[src/ssd_pkg.sv]
// Shared widths, constants and types for the segment distance block.
// No dependencies.
package ssd_pkg;

	localparam int COORD_FRAC_BITS = 8;
	localparam int T_FRAC_BITS     = 16;

	localparam int COORD_W = 16;
	localparam int DIFF_W  = COORD_W + 1;
	localparam int PROD_W  = 2 * DIFF_W;
	localparam int LEN_W   = PROD_W;
	localparam int DOT_W   = PROD_W + 1;
	localparam int T_W     = T_FRAC_BITS + 1;
	localparam int SCALE_W = T_W + 1 + DIFF_W;
	localparam int EX_W    = COORD_W + 3;
	localparam int SQ_W    = 2 * EX_W;
	localparam int ROOT_W  = EX_W;
	localparam int REM_W   = ROOT_W + 3;
	localparam int DIST_W  = 18;

	localparam int T_HALF = 1 << (T_FRAC_BITS - 1);
	localparam logic [T_W-1:0] T_ONE = {1'b1, {T_FRAC_BITS{1'b0}}};

	localparam int QDEPTH    = 4;
	localparam int QPTR_W    = $clog2(QDEPTH);
	localparam int QCNT_W    = $clog2(QDEPTH + 1);
	localparam int OQ_DEPTH  = 4;
	localparam int OQPTR_W   = $clog2(OQ_DEPTH);
	localparam int OQCNT_W   = $clog2(OQ_DEPTH + 1);

	localparam int LANE_LAT = 4 + T_FRAC_BITS + 5;
	localparam int BACK_LAT = LANE_LAT + 1 + ROOT_W;

	typedef struct packed {
		logic signed [COORD_W-1:0] ax0;
		logic signed [COORD_W-1:0] ay0;
		logic signed [COORD_W-1:0] ax1;
		logic signed [COORD_W-1:0] ay1;
		logic signed [COORD_W-1:0] bx0;
		logic signed [COORD_W-1:0] by0;
		logic signed [COORD_W-1:0] bx1;
		logic signed [COORD_W-1:0] by1;
	} seg_pair_t;

	typedef struct packed {
		seg_pair_t seg;
		logic      hit;
	} item_t;

	typedef struct packed {
		logic full;
		logic empty;
	} q_stat_t;

endpackage

[src/ssd_queue.sv]
// Small flop queue between the classify front and the distance back end.
// Depends on ssd_pkg.
module ssd_queue (
	input  logic             clk,
	input  logic             arst_n,
	input  logic             push,
	input  ssd_pkg::item_t   wdata,
	input  logic             pop,
	output ssd_pkg::item_t   rdata,
	output ssd_pkg::q_stat_t stat
);

	ssd_pkg::item_t                  mem_q [ssd_pkg::QDEPTH];
	logic [ssd_pkg::QPTR_W-1:0]      wptr_q;
	logic [ssd_pkg::QPTR_W-1:0]      rptr_q;
	logic [ssd_pkg::QCNT_W-1:0]      cnt_q;
	logic                            do_push;
	logic                            do_pop;

	assign stat.full  = (cnt_q == ssd_pkg::QCNT_W'(ssd_pkg::QDEPTH));
	assign stat.empty = (cnt_q == '0);
	assign do_push    = push && !stat.full;
	assign do_pop     = pop && !stat.empty;
	assign rdata      = mem_q[rptr_q];

	always_ff @(posedge clk or negedge arst_n) begin
		if (!arst_n) begin
			wptr_q <= '0;
			rptr_q <= '0;
			cnt_q  <= '0;
		end else begin
			if (do_push)
				wptr_q <= wptr_q + 1'b1;
			if (do_pop)
				rptr_q <= rptr_q + 1'b1;
			if (do_push && !do_pop)
				cnt_q <= cnt_q + 1'b1;
			else if (do_pop && !do_push)
				cnt_q <= cnt_q - 1'b1;
		end
	end

	always_ff @(posedge clk) begin
		if (do_push)
			mem_q[wptr_q] <= wdata;
	end

endmodule

[config.mk]
export PLATFORM = sky130hd
export DESIGN_NAME = ssd_queue
export DESIGN_NICKNAME = d
export VERILOG_FILES = /design/src/ssd_pkg.sv /design/src/ssd_queue.sv
export SDC_FILE = /design/constraint.sdc
export NUM_CORES = 1
export LEC_CHECK = 0
export BUFFER_PORTS_ARGS = -buffer_cell sky130_fd_sc_hd__buf_2
export CAP_MARGIN = 30
export CORE_ASPECT_RATIO = 1.75
export CORE_MARGIN = 2
export CORE_UTILIZATION = 45
export CTS_BUF_LIST = sky130_fd_sc_hd__clkbuf_16
export DETAILED_ROUTE_END_ITERATION = 10
export PLACE_DENSITY = 0.67
export SYNTH_ARGS = -nofsm -noshare
export SYNTH_HDL_FRONTEND = slang
export SYNTH_SLANG_ARGS = --single-unit
[constraint.sdc]
create_clock -name clk -period 4.3 [get_ports clk]
set_input_delay 0.86 -clock clk [delete_from_list [all_inputs] [get_ports clk]]
set_output_delay 0.86 -clock clk [all_outputs]
set_load 0.01 [all_outputs]
==> summary.txt <==
Drt
  • # DRC: 0
  • Final ANT Viol Nets: 0
  • Via count: approximately 8400
  • Drt pass-1 iters: 6
  • DR WL/cell: between 20 and 25 um
  • Initial DRC count: 477
  • DRT Wirelength: between 30000 and 40000 um
  • DR vias/cell: 5.24

Clock network
  • H-tree depth: 2
  • Hold-fix buffers at CTS: 0
  • Clk Latency, worst-skew pair: ~570 ps
  • CTS sink count: 523
  • Max clock buf depth: 3
  • Clock-pin slew on the worst setup and hold paths: 60 ps
  • CTS tree: yes
  • Postcts setup bufs: 0
  • Post-cts sizing count: 0
  • Root Driver: clkbuf_16
  • Total CTS buffers: 46

Die
  • Die Y: 276 um
  • Die W: between 150 and 200 um
  • Starting utilization of the core area: a little under half
  • Core Rows: 99
  • Core footprint: 41700 um^2
  • Die area: 44000 um^2
  • Num ports: ~260

Synthesis
  • Syn_nets: 849
  • Seq/Total Area, Yosys: a little over 80%
  • Ys Warns: 0
  • Yosys reg bits: between 500 and 600
  • Post-Synth Simple-Gate Area: 0.329%
  • Largest area contributor in the synthesized netlist: edfxtp_1
  • Cells after synthesis: around 700
  • Synth top area share: between 80% and 90%
  • Synth Area in Adders: less than 1%
  • Compound-Gate Fraction of Synth Area: 0%
  • Netlist area before placement: 19000 um^2
  • Main area contributors after synthesis: edfxtp_1 (81%), mux4_2 (15%), dfrtp_1 (0.92%)
  • Main combinational cell family by area after synthesis: multiplexers
  • Synth unique cells: 22
  • Multiplexer area fraction after synthesis: between 15 and 20%
  • Post-Synth XOR/XNOR Area: less than 1%
  • Mean Syn Cell Area: around 27 um^2

STA
  • Maximum clock rate: slightly below 0.3 GHz
  • Worst setup margin: around 870 ps
  • Final slew viol count: 0
  • Final Hold Viols: 0
  • Worst slew pin tran: 902 ps
  • Setup TNS: 0 ps
  • Period utilisation layout: between 70% and 80%
  • Hold slack: roughly 140 ps
  • Slew HR: between 30% and 40%
  • RSZ-0062 raised after global routing: no
  • Final setup fails: 0
  • Tmin final: between 3000 and 4000 ps
  • Clock skew: around 19 ps

Min path
  • Hold WC Path Type: input pin to asynchronous set/reset pin

Global route
  • Initial antenna violation count: 14
  • Vias in the first global route: roughly 9100
  • Total track usage: between 15 and 20%
  • First-pass GRT wire length: roughly 55000 um
  • Overflow after GRT: 0
  • Largest net degree at the start of global routing: 74

Layout
  • Commonest non-fill, non-tap cells in the layout: edfxtp_1 (516), buf_2 (263), mux4_2 (129)
  • Commonest non-fill, non-tap cell in the layout: edfxtp_1
  • Multi-input logic area: roughly 3100 um^2
  • Filler cell count in the final layout: between 3000 and 4000
  • Post-Layout Cell Count: 1606
  • Synth-to-Final Area Change: 18.2%
  • Share of cells above drive strength 1: a little under half
  • Reg area: approximately 16000 um^2
  • Final Instance Area: roughly 22000 um^2
  • Nets: between 1000 and 1500

Placement
  • Dpl hpwl: 22400 um
  • Placed Area: 21000 um^2
  • Pre-CTS WS: ~1400 ps
  • Placed Instances: 1512
  • Gpl congestion: 0.745
  • Port Buffer Count: approximately 260

Power
  • Worst-case vdd ir drop: approximately 0.54 mV
  • Pwr dens: ~690 nW/um^2
  • Leakage Power: roughly 7.6 nW

Setup path
  • Crit start category: flip-flop
  • Slowest Stage Delay on Critical Path: 760 ps
  • Crit-path slowest cell: dfrtp_4
  • Crit path max fanout: 24
  • WS Path Type: flip-flop to output port
  • CP Data Arrival Time: 2570 ps
  • R2R Path Start: cnt_q[2]
  • CP Launch Point: rptr_q[0]
  • CP required: between 3000 and 4000 ps
  • Worst-path cell chain: buf_4 -> mux4_2 -> buf_2
  • CP endpoint kind: output port

Run status
  • Status: finished, final reports clean

Flow run
  • Maximum capacitance violations: 0
## critical path: cells and delay by family (launching register included)
family / cells / cell delay [ps]
mux: 1 / 580
buf+inv: 2 / 670
flops: 1 / 760
## stage by stage
stage / power, mW / util (%)
2_1_floorplan: 10.0 / -
3_3_place_gp: 11.7 / 50.4
3_5_place_dp: 11.8 / 50.4
4_1_cts: 15.7 / 53.8
5_1_grt: 16.1 / 53.9
6_report: 15.4 / 53.9
## routing by layer
layer	track usage [%]	wire (um)	vias up
met2	30.2	20400	234
met3	3.95	1900	79
met4	7.51	1360	8
met5	0	48	-
li1	-	-	3678
met1	18.4	12900	4409
## final timing paths
path | endpoint | slack [ps] | cells after the start
worst min-delay path | rptr_q[1] | 140 | 1
worst max register to register | mem_q[0][46] | 1890 | 4
worst min register to register | cnt_q[2] | 480 | 1
worst max-delay path | rdata[120] | 870 | 3
max in group asynchronous | rptr_q[0] | 3980 | 1
min in group clk | cnt_q[2] | 480 | 1
## synthesized netlist by cell type
master and count:
inv_1 4, clkbuf_1 2, dfrtp_1 7, mux2_1 1
mux2_2 1, buf_1 2, and2_1 4, mux4_2 129
edfxtp_1 516, buf_6 11, nor2_1 1, xor2_1 2
xnor2_1 4, nand2_1 1, nand3_1 1, buf_4 2
nor2b_1 1, or3_1 1, ha_1 5, buf_2 13
fa_1 1, nor3b_2 1
## cells by family after synthesis
| family | count (synthesis) |
|---|---|
| buffers and inverters | 34 |
| DFF | 523 |
| adders and majority gates | 6 |
| muxes | 131 |
| and+or+nand+nor | 10 |
| xor gates and xnor gates | 6 |
## layout make-up
type | instances | share of cell area, %
flip-flops and latches | 523 | 69.7
clock buffers | 47 | 5.23
multi-input cells | 153 | 13.9
inverters | 4 | 0.0667
diodes | 10 | 0.111
clock inverters | 37 | 1.12
repair buffers | 277 | 6.76
well taps | 555 | 3.09
## state kept, by name (all words and copies together) (netlist names)
signal  flops
mem_q     516
rptr_q      2
cnt_q       3
wptr_q      2
## power breakdown
| part | internal (mW) | switching (mW) |
|---|---|---|
| Combinational | 2.04 | 2.44 |
| Sequential | 6.74 | 0.319 |
| Clock | 2.17 | 1.71 |
Note: power is estimated with default switching activity, not from simulation.
