--- config.mk ---
export PLATFORM = sky130hd
export DESIGN_NAME = ssd_sqrt
export DESIGN_NICKNAME = d
export VERILOG_FILES = /design/src/ssd_pkg.sv /design/src/ssd_sqrt.sv
export SDC_FILE = /design/constraint.sdc
export NUM_CORES = 1
export LEC_CHECK = 0
export ABC_AREA = 1
export BUFFER_PORTS_ARGS = -buffer_cell sky130_fd_sc_hd__buf_4
export CAP_MARGIN = 20
export CORE_UTILIZATION = 28
export CTS_CLUSTER_SIZE = 16
export DETAILED_ROUTE_END_ITERATION = 8
export GPL_ROUTABILITY_DRIVEN = 0
export GPL_TIMING_DRIVEN = 0
export PLACE_DENSITY = 0.53
export SYNTH_ARGS = -nofsm -noshare
export SYNTH_HDL_FRONTEND = slang
export SYNTH_SLANG_ARGS = --single-unit
--- constraint.sdc ---
create_clock -name clk -period 3.8 [get_ports clk]
set_clock_uncertainty 0.2 [all_clocks]
set_input_delay 0.76 -clock clk [delete_from_list [all_inputs] [get_ports clk]]
set_output_delay 0.76 -clock clk [all_outputs]
set_load 0.01 [all_outputs]
--- src/ssd_pkg.sv ---
// Shared widths, constants and types for the segment distance block.
// No dependencies.
package ssd_pkg;

	localparam int COORD_FRAC_BITS = 8;
	localparam int T_FRAC_BITS     = 16;

	localparam int COORD_W = 16;
	localparam int DIFF_W  = COORD_W + 1;
	localparam int PROD_W  = 2 * DIFF_W;
	localparam int LEN_W   = PROD_W;
	localparam int DOT_W   = PROD_W + 1;
	localparam int T_W     = T_FRAC_BITS + 1;
	localparam int SCALE_W = T_W + 1 + DIFF_W;
	localparam int EX_W    = COORD_W + 3;
	localparam int SQ_W    = 2 * EX_W;
	localparam int ROOT_W  = EX_W;
	localparam int REM_W   = ROOT_W + 3;
	localparam int DIST_W  = 18;

	localparam int T_HALF = 1 << (T_FRAC_BITS - 1);
	localparam logic [T_W-1:0] T_ONE = {1'b1, {T_FRAC_BITS{1'b0}}};

	localparam int QDEPTH    = 4;
	localparam int QPTR_W    = $clog2(QDEPTH);
	localparam int QCNT_W    = $clog2(QDEPTH + 1);
	localparam int OQ_DEPTH  = 4;
	localparam int OQPTR_W   = $clog2(OQ_DEPTH);
	localparam int OQCNT_W   = $clog2(OQ_DEPTH + 1);

	localparam int LANE_LAT = 4 + T_FRAC_BITS + 5;
	localparam int BACK_LAT = LANE_LAT + 1 + ROOT_W;

	typedef struct packed {
		logic signed [COORD_W-1:0] ax0;
		logic signed [COORD_W-1:0] ay0;
		logic signed [COORD_W-1:0] ax1;
		logic signed [COORD_W-1:0] ay1;
		logic signed [COORD_W-1:0] bx0;
		logic signed [COORD_W-1:0] by0;
		logic signed [COORD_W-1:0] bx1;
		logic signed [COORD_W-1:0] by1;
	} seg_pair_t;

	typedef struct packed {
		seg_pair_t seg;
		logic      hit;
	} item_t;

	typedef struct packed {
		logic full;
		logic empty;
	} q_stat_t;

endpackage

--- src/ssd_sqrt.sv ---
// Pipelined integer square root, one root bit per stage, shared stall.
// Depends on ssd_pkg.
module ssd_sqrt (
	input  logic                          clk,
	input  logic                          en,
	input  logic [ssd_pkg::SQ_W-1:0]      radicand,
	output logic [ssd_pkg::ROOT_W-1:0]    root
);

	localparam int STEPS = ssd_pkg::ROOT_W;

	logic [ssd_pkg::REM_W-1:0]  rem_s  [STEPS];
	logic [ssd_pkg::ROOT_W-1:0] root_s [STEPS];
	logic [ssd_pkg::SQ_W-1:0]   rad_s  [STEPS];

	for (genvar i = 0; i < STEPS; i++) begin : g_step
		logic [ssd_pkg::REM_W-1:0]  rin;
		logic [ssd_pkg::ROOT_W-1:0] qin;
		logic [ssd_pkg::SQ_W-1:0]   vin;
		logic [ssd_pkg::REM_W-1:0]  cur;
		logic [ssd_pkg::REM_W-1:0]  trial;
		logic                       ge;

		if (i == 0) begin : g_first
			assign rin = '0;
			assign qin = '0;
			assign vin = radicand;
		end else begin : g_next
			assign rin = rem_s[i-1];
			assign qin = root_s[i-1];
			assign vin = rad_s[i-1];
		end

		assign cur   = {rin[ssd_pkg::REM_W-3:0], vin[ssd_pkg::SQ_W-1 -: 2]};
		assign trial = ssd_pkg::REM_W'({qin, 2'b01});
		assign ge    = (cur >= trial);

		always_ff @(posedge clk) begin
			if (en) begin
				rem_s[i]  <= ge ? (cur - trial) : cur;
				root_s[i] <= {qin[ssd_pkg::ROOT_W-2:0], ge};
				rad_s[i]  <= {vin[ssd_pkg::SQ_W-3:0], 2'b00};
			end
		end
	end

	assign root = root_s[STEPS-1];

endmodule

==> results.toml <==
[outcome]
outcome = "complete, no violations"

[sta]
max_clock_freq_mhz = 374
setup_repair_after_global_routing_missed_its_margin = "false"
slew_headroom_pct = 51.5
final.setup.tns_ns = 0
layout_setup_ws_ns = 1.12
tightest_slew_ns = 0.728
finalHoldWorstSlack_ns = 0.146
slew_violations = 0
finalCriticalPeriod_ns = 2.68
hold_viol = 0
setup-violations-final = 0
final_min_period_over_clock_period_pct = 70.4

[pwr]
p_per_area_nw_per_um2 = 510
totalPowerFinal_w = 0.0268
power.static_leakage_nw = 22.5
maximum_vdd_drop_mv = 0.447

[route]
dr.first_iter.drc_count = 1783
vias = 31576
route.detailed.wl_per_inst_um = 13.3
drt-pass1-iter-count = 5
detail-route-antenna-nets = 0
finalWirelength_mm = 97.2
routed_via_density = 4.33
remaining_drc_errors = 0

[logic_synthesis]
syn_area_per_cell_sq_um = 9.40
synth-edff-count = 869
summed_instance_area_of_the_synthesized_netlist_sq_um = 45600
synth-warning-count = 0
yosys_most_used_dff = "sky130_fd_sc_hd__edfxtp_1"
synth_fa_ha_area_share_pct = 5.76
synth_top_family_by_area = "simple AND/OR/NAND/NOR gates"
synthMostInstantiatedCell = "sky130_fd_sc_hd__nand2_1"
synth_top_cell_by_area = "sky130_fd_sc_hd__edfxtp_1"
synth_compound_area_share_pct = 4.96
post_synth_inst_count = 4856
synth_mux_area_share_pct = 0
netlist_top_cells_area = "sky130_fd_sc_hd__edfxtp_1, sky130_fd_sc_hd__nand2_1, sky130_fd_sc_hd__inv_1"
synth.net_count = 5106
synth_xor_area_share_pct = 2.90
synth.yosys.seq_area_share_pct = 57.2
synth_async_sr_flop_share_pct = 0
yosys.cell_types.count = 53
synthSimpleGateAreaFrac_pct = 22.2
postSynthRegisterBits = 869
yosysTopAreaCellShare_pct = 57.2
synth_cell_count_leaders = "sky130_fd_sc_hd__nand2_1, sky130_fd_sc_hd__edfxtp_1, sky130_fd_sc_hd__inv_1, sky130_fd_sc_hd__nor2_1, sky130_fd_sc_hd__nand3_1"

[clocking]
worst_skew_pair.late_latency_ns = 0.73
cts_tree = "yes"
cts.htree.levels = 3
clock_path_buffers = 3
cts_buffers = 98
postCtsSetupRepairBufs = 0
clkTransAtPathRegs_ns = 0.05
tritoncts_num_sinks = 869
root_buffer = "sky130_fd_sc_hd__clkbuf_16"

[setup_path]
kind_of_end_point_of_the_critical_path = "register"
worstPathMaxFanout = 10
critical-path-max-stage-delay_ns = 0.40
critical_path.startpoint_type = "register"
path_class = "reg -> reg"
cp_cell_sequence = "ha_1 > nand2_1 > nand2_1 > inv_1 > nand2_1 > o21ai_2 > nand2_2 > a21oi_4 > buf_6 > a21oi_1"
crit_path_frequent_cell = "sky130_fd_sc_hd__nand2_1"
crit_slowest_cell = "sky130_fd_sc_hd__edfxtp_1"
required_ns = 4.06
crit_arrival_ns = 2.94

[global_route]
grt_antenna_before_repair = 1
first_global_vias = 30565
global_routing_usage_summed_across_all_routing_layers_pct = 11.7
grt_max_degree = 131
globalRoute.totalOverflow = 0
wire_length_of_the_first_global_routing_pass_mm = 156

[die]
die_area_sq_um = 165000
io_pins = 59
placementRows = 147
initial_utilization_pct = 28.3
die_height_um = 406
die_width_um = 406
core-area_sq_um = 161000

[layout]
antenna-diode-count = 0
design.final.nets = 5307
share_of_layout_cells_above_drive_strength_1_pct = 7.71
final_core_density_pct = 32.7
flow.area_growth_from_synthesis_pct = 15.3
final_layout_fill_cell_count = 16637

[flow_run]
maxCapViolations = 0

[placement]
io_buffer_count = 58
post-dp-hpwl_mm = 72.6
detailedPlace.worstSlack_ns = 0.916

[min_path]
worstHoldPathType = "in -> reg"
## path summary, 6_finish.rpt
path / start / to / slack [ns] / cells after the start
setup / recovery: rem_s[13][3] / rem_s[14][19] / 1.12 / 10
hold / removal: radicand[36] / rem_s[0][1] / 0.15 / 3
setup reg to reg: rem_s[13][3] / rem_s[14][19] / 1.12 / 10
hold reg to reg: rad_s[10][31] / rad_s[11][33] / 0.18 / 0
## metal layers
layer	part of all wire [%]	vias to the layer above	wire length, um	GRT usage [%]
met5	0	-	0	0
met4	3.1	0	2990	4.42
met3	4.2	179	4040	1.90
met2	47	579	45600	19.8
met1	46	14475	44500	15.0
li1	-	16343	-	-
## power breakdown
group	total, W	switching, W	internal (W)
logic	0.00492	0.00318	0.00174
registers	0.0124	0.000610	0.0118
clock network	0.00947	0.00395	0.00553
total	0.0268	0.00774	0.0191
## flip-flops by register name, summed over array words and instances (netlist names)
name    count
root_s    190
rem_s     337
rad_s     342
## critical path: cells and delay by family (launching register included)
| family | cells | cell delay [ns] |
|---|---|---|
| AOI/OAI and AO/OA | 3 | 0.69 |
| and+or+nand+nor | 4 | 0.42 |
| DFF | 1 | 0.40 |
| adders and majority gates | 1 | 0.39 |
| buffers and inverters | 2 | 0.30 |
## cell usage in the layout, fill, tap and decap left out, drive strengths merged
master / n
nand2: 1564
edfxtp: 869
inv: 757
nor2: 425
nand3: 273
ha: 210
a21oi: 210
o21ai: 155
clkbuf: 114
buf: 103
xor2: 91
xnor2: 60
nor3: 59
nand4: 50
clkinv: 45
dlygate4sd3: 36
nand3b: 35
or2: 17
bufinv: 11
o21bai: 11
clkinvlp: 7
and2: 5
o211ai: 5
nor4: 4
o2111ai: 4
a31oi: 3
a21o: 2
nor3b: 2
o21a: 2
a21boi: 2
nor2b: 1
a211oi: 1
a41oi: 1
conb: 1
## area by class of cell
class / instances / area (sq um) / area share [%]
Tap cell: 2160 / 2700 / 5.14
Buffer: 40 / 344 / 0.654
Clock inverter: 66 / 767 / 1.46
Multi-Input combinational cell: 3193 / 16400 / 31.1
Timing Repair Buffer: 101 / 996 / 1.89
Clock buffer: 112 / 2500 / 4.76
Inverter: 754 / 2830 / 5.38
Sequential cell: 869 / 26100 / 49.6
## kinds of logic after synthesis
logic type,Yosys count
and+or+nand+nor,2435
other,1
buffers and inverters,794
xor gates and xnor gates,151
AOI/OAI and AO/OA,396
adders and majority gates,210
DFF,869
## what timing repair did
action | 4_1_cts | 5_1_grt
hold buffers | 36 | 0
endpoints found under the hold margin | 36 | 0
resized for setup | 0 | 0
## metrics by stage
step                      std cells  instance area, sq um
final                          7295                 52600
after global routing           7295                 52600
after CTS                      7295                 52600
after detailed placement       7081                 49000
after global placement         7074                 48800
after floorplan                4856                 45600
(Power assumes the default switching activity.)
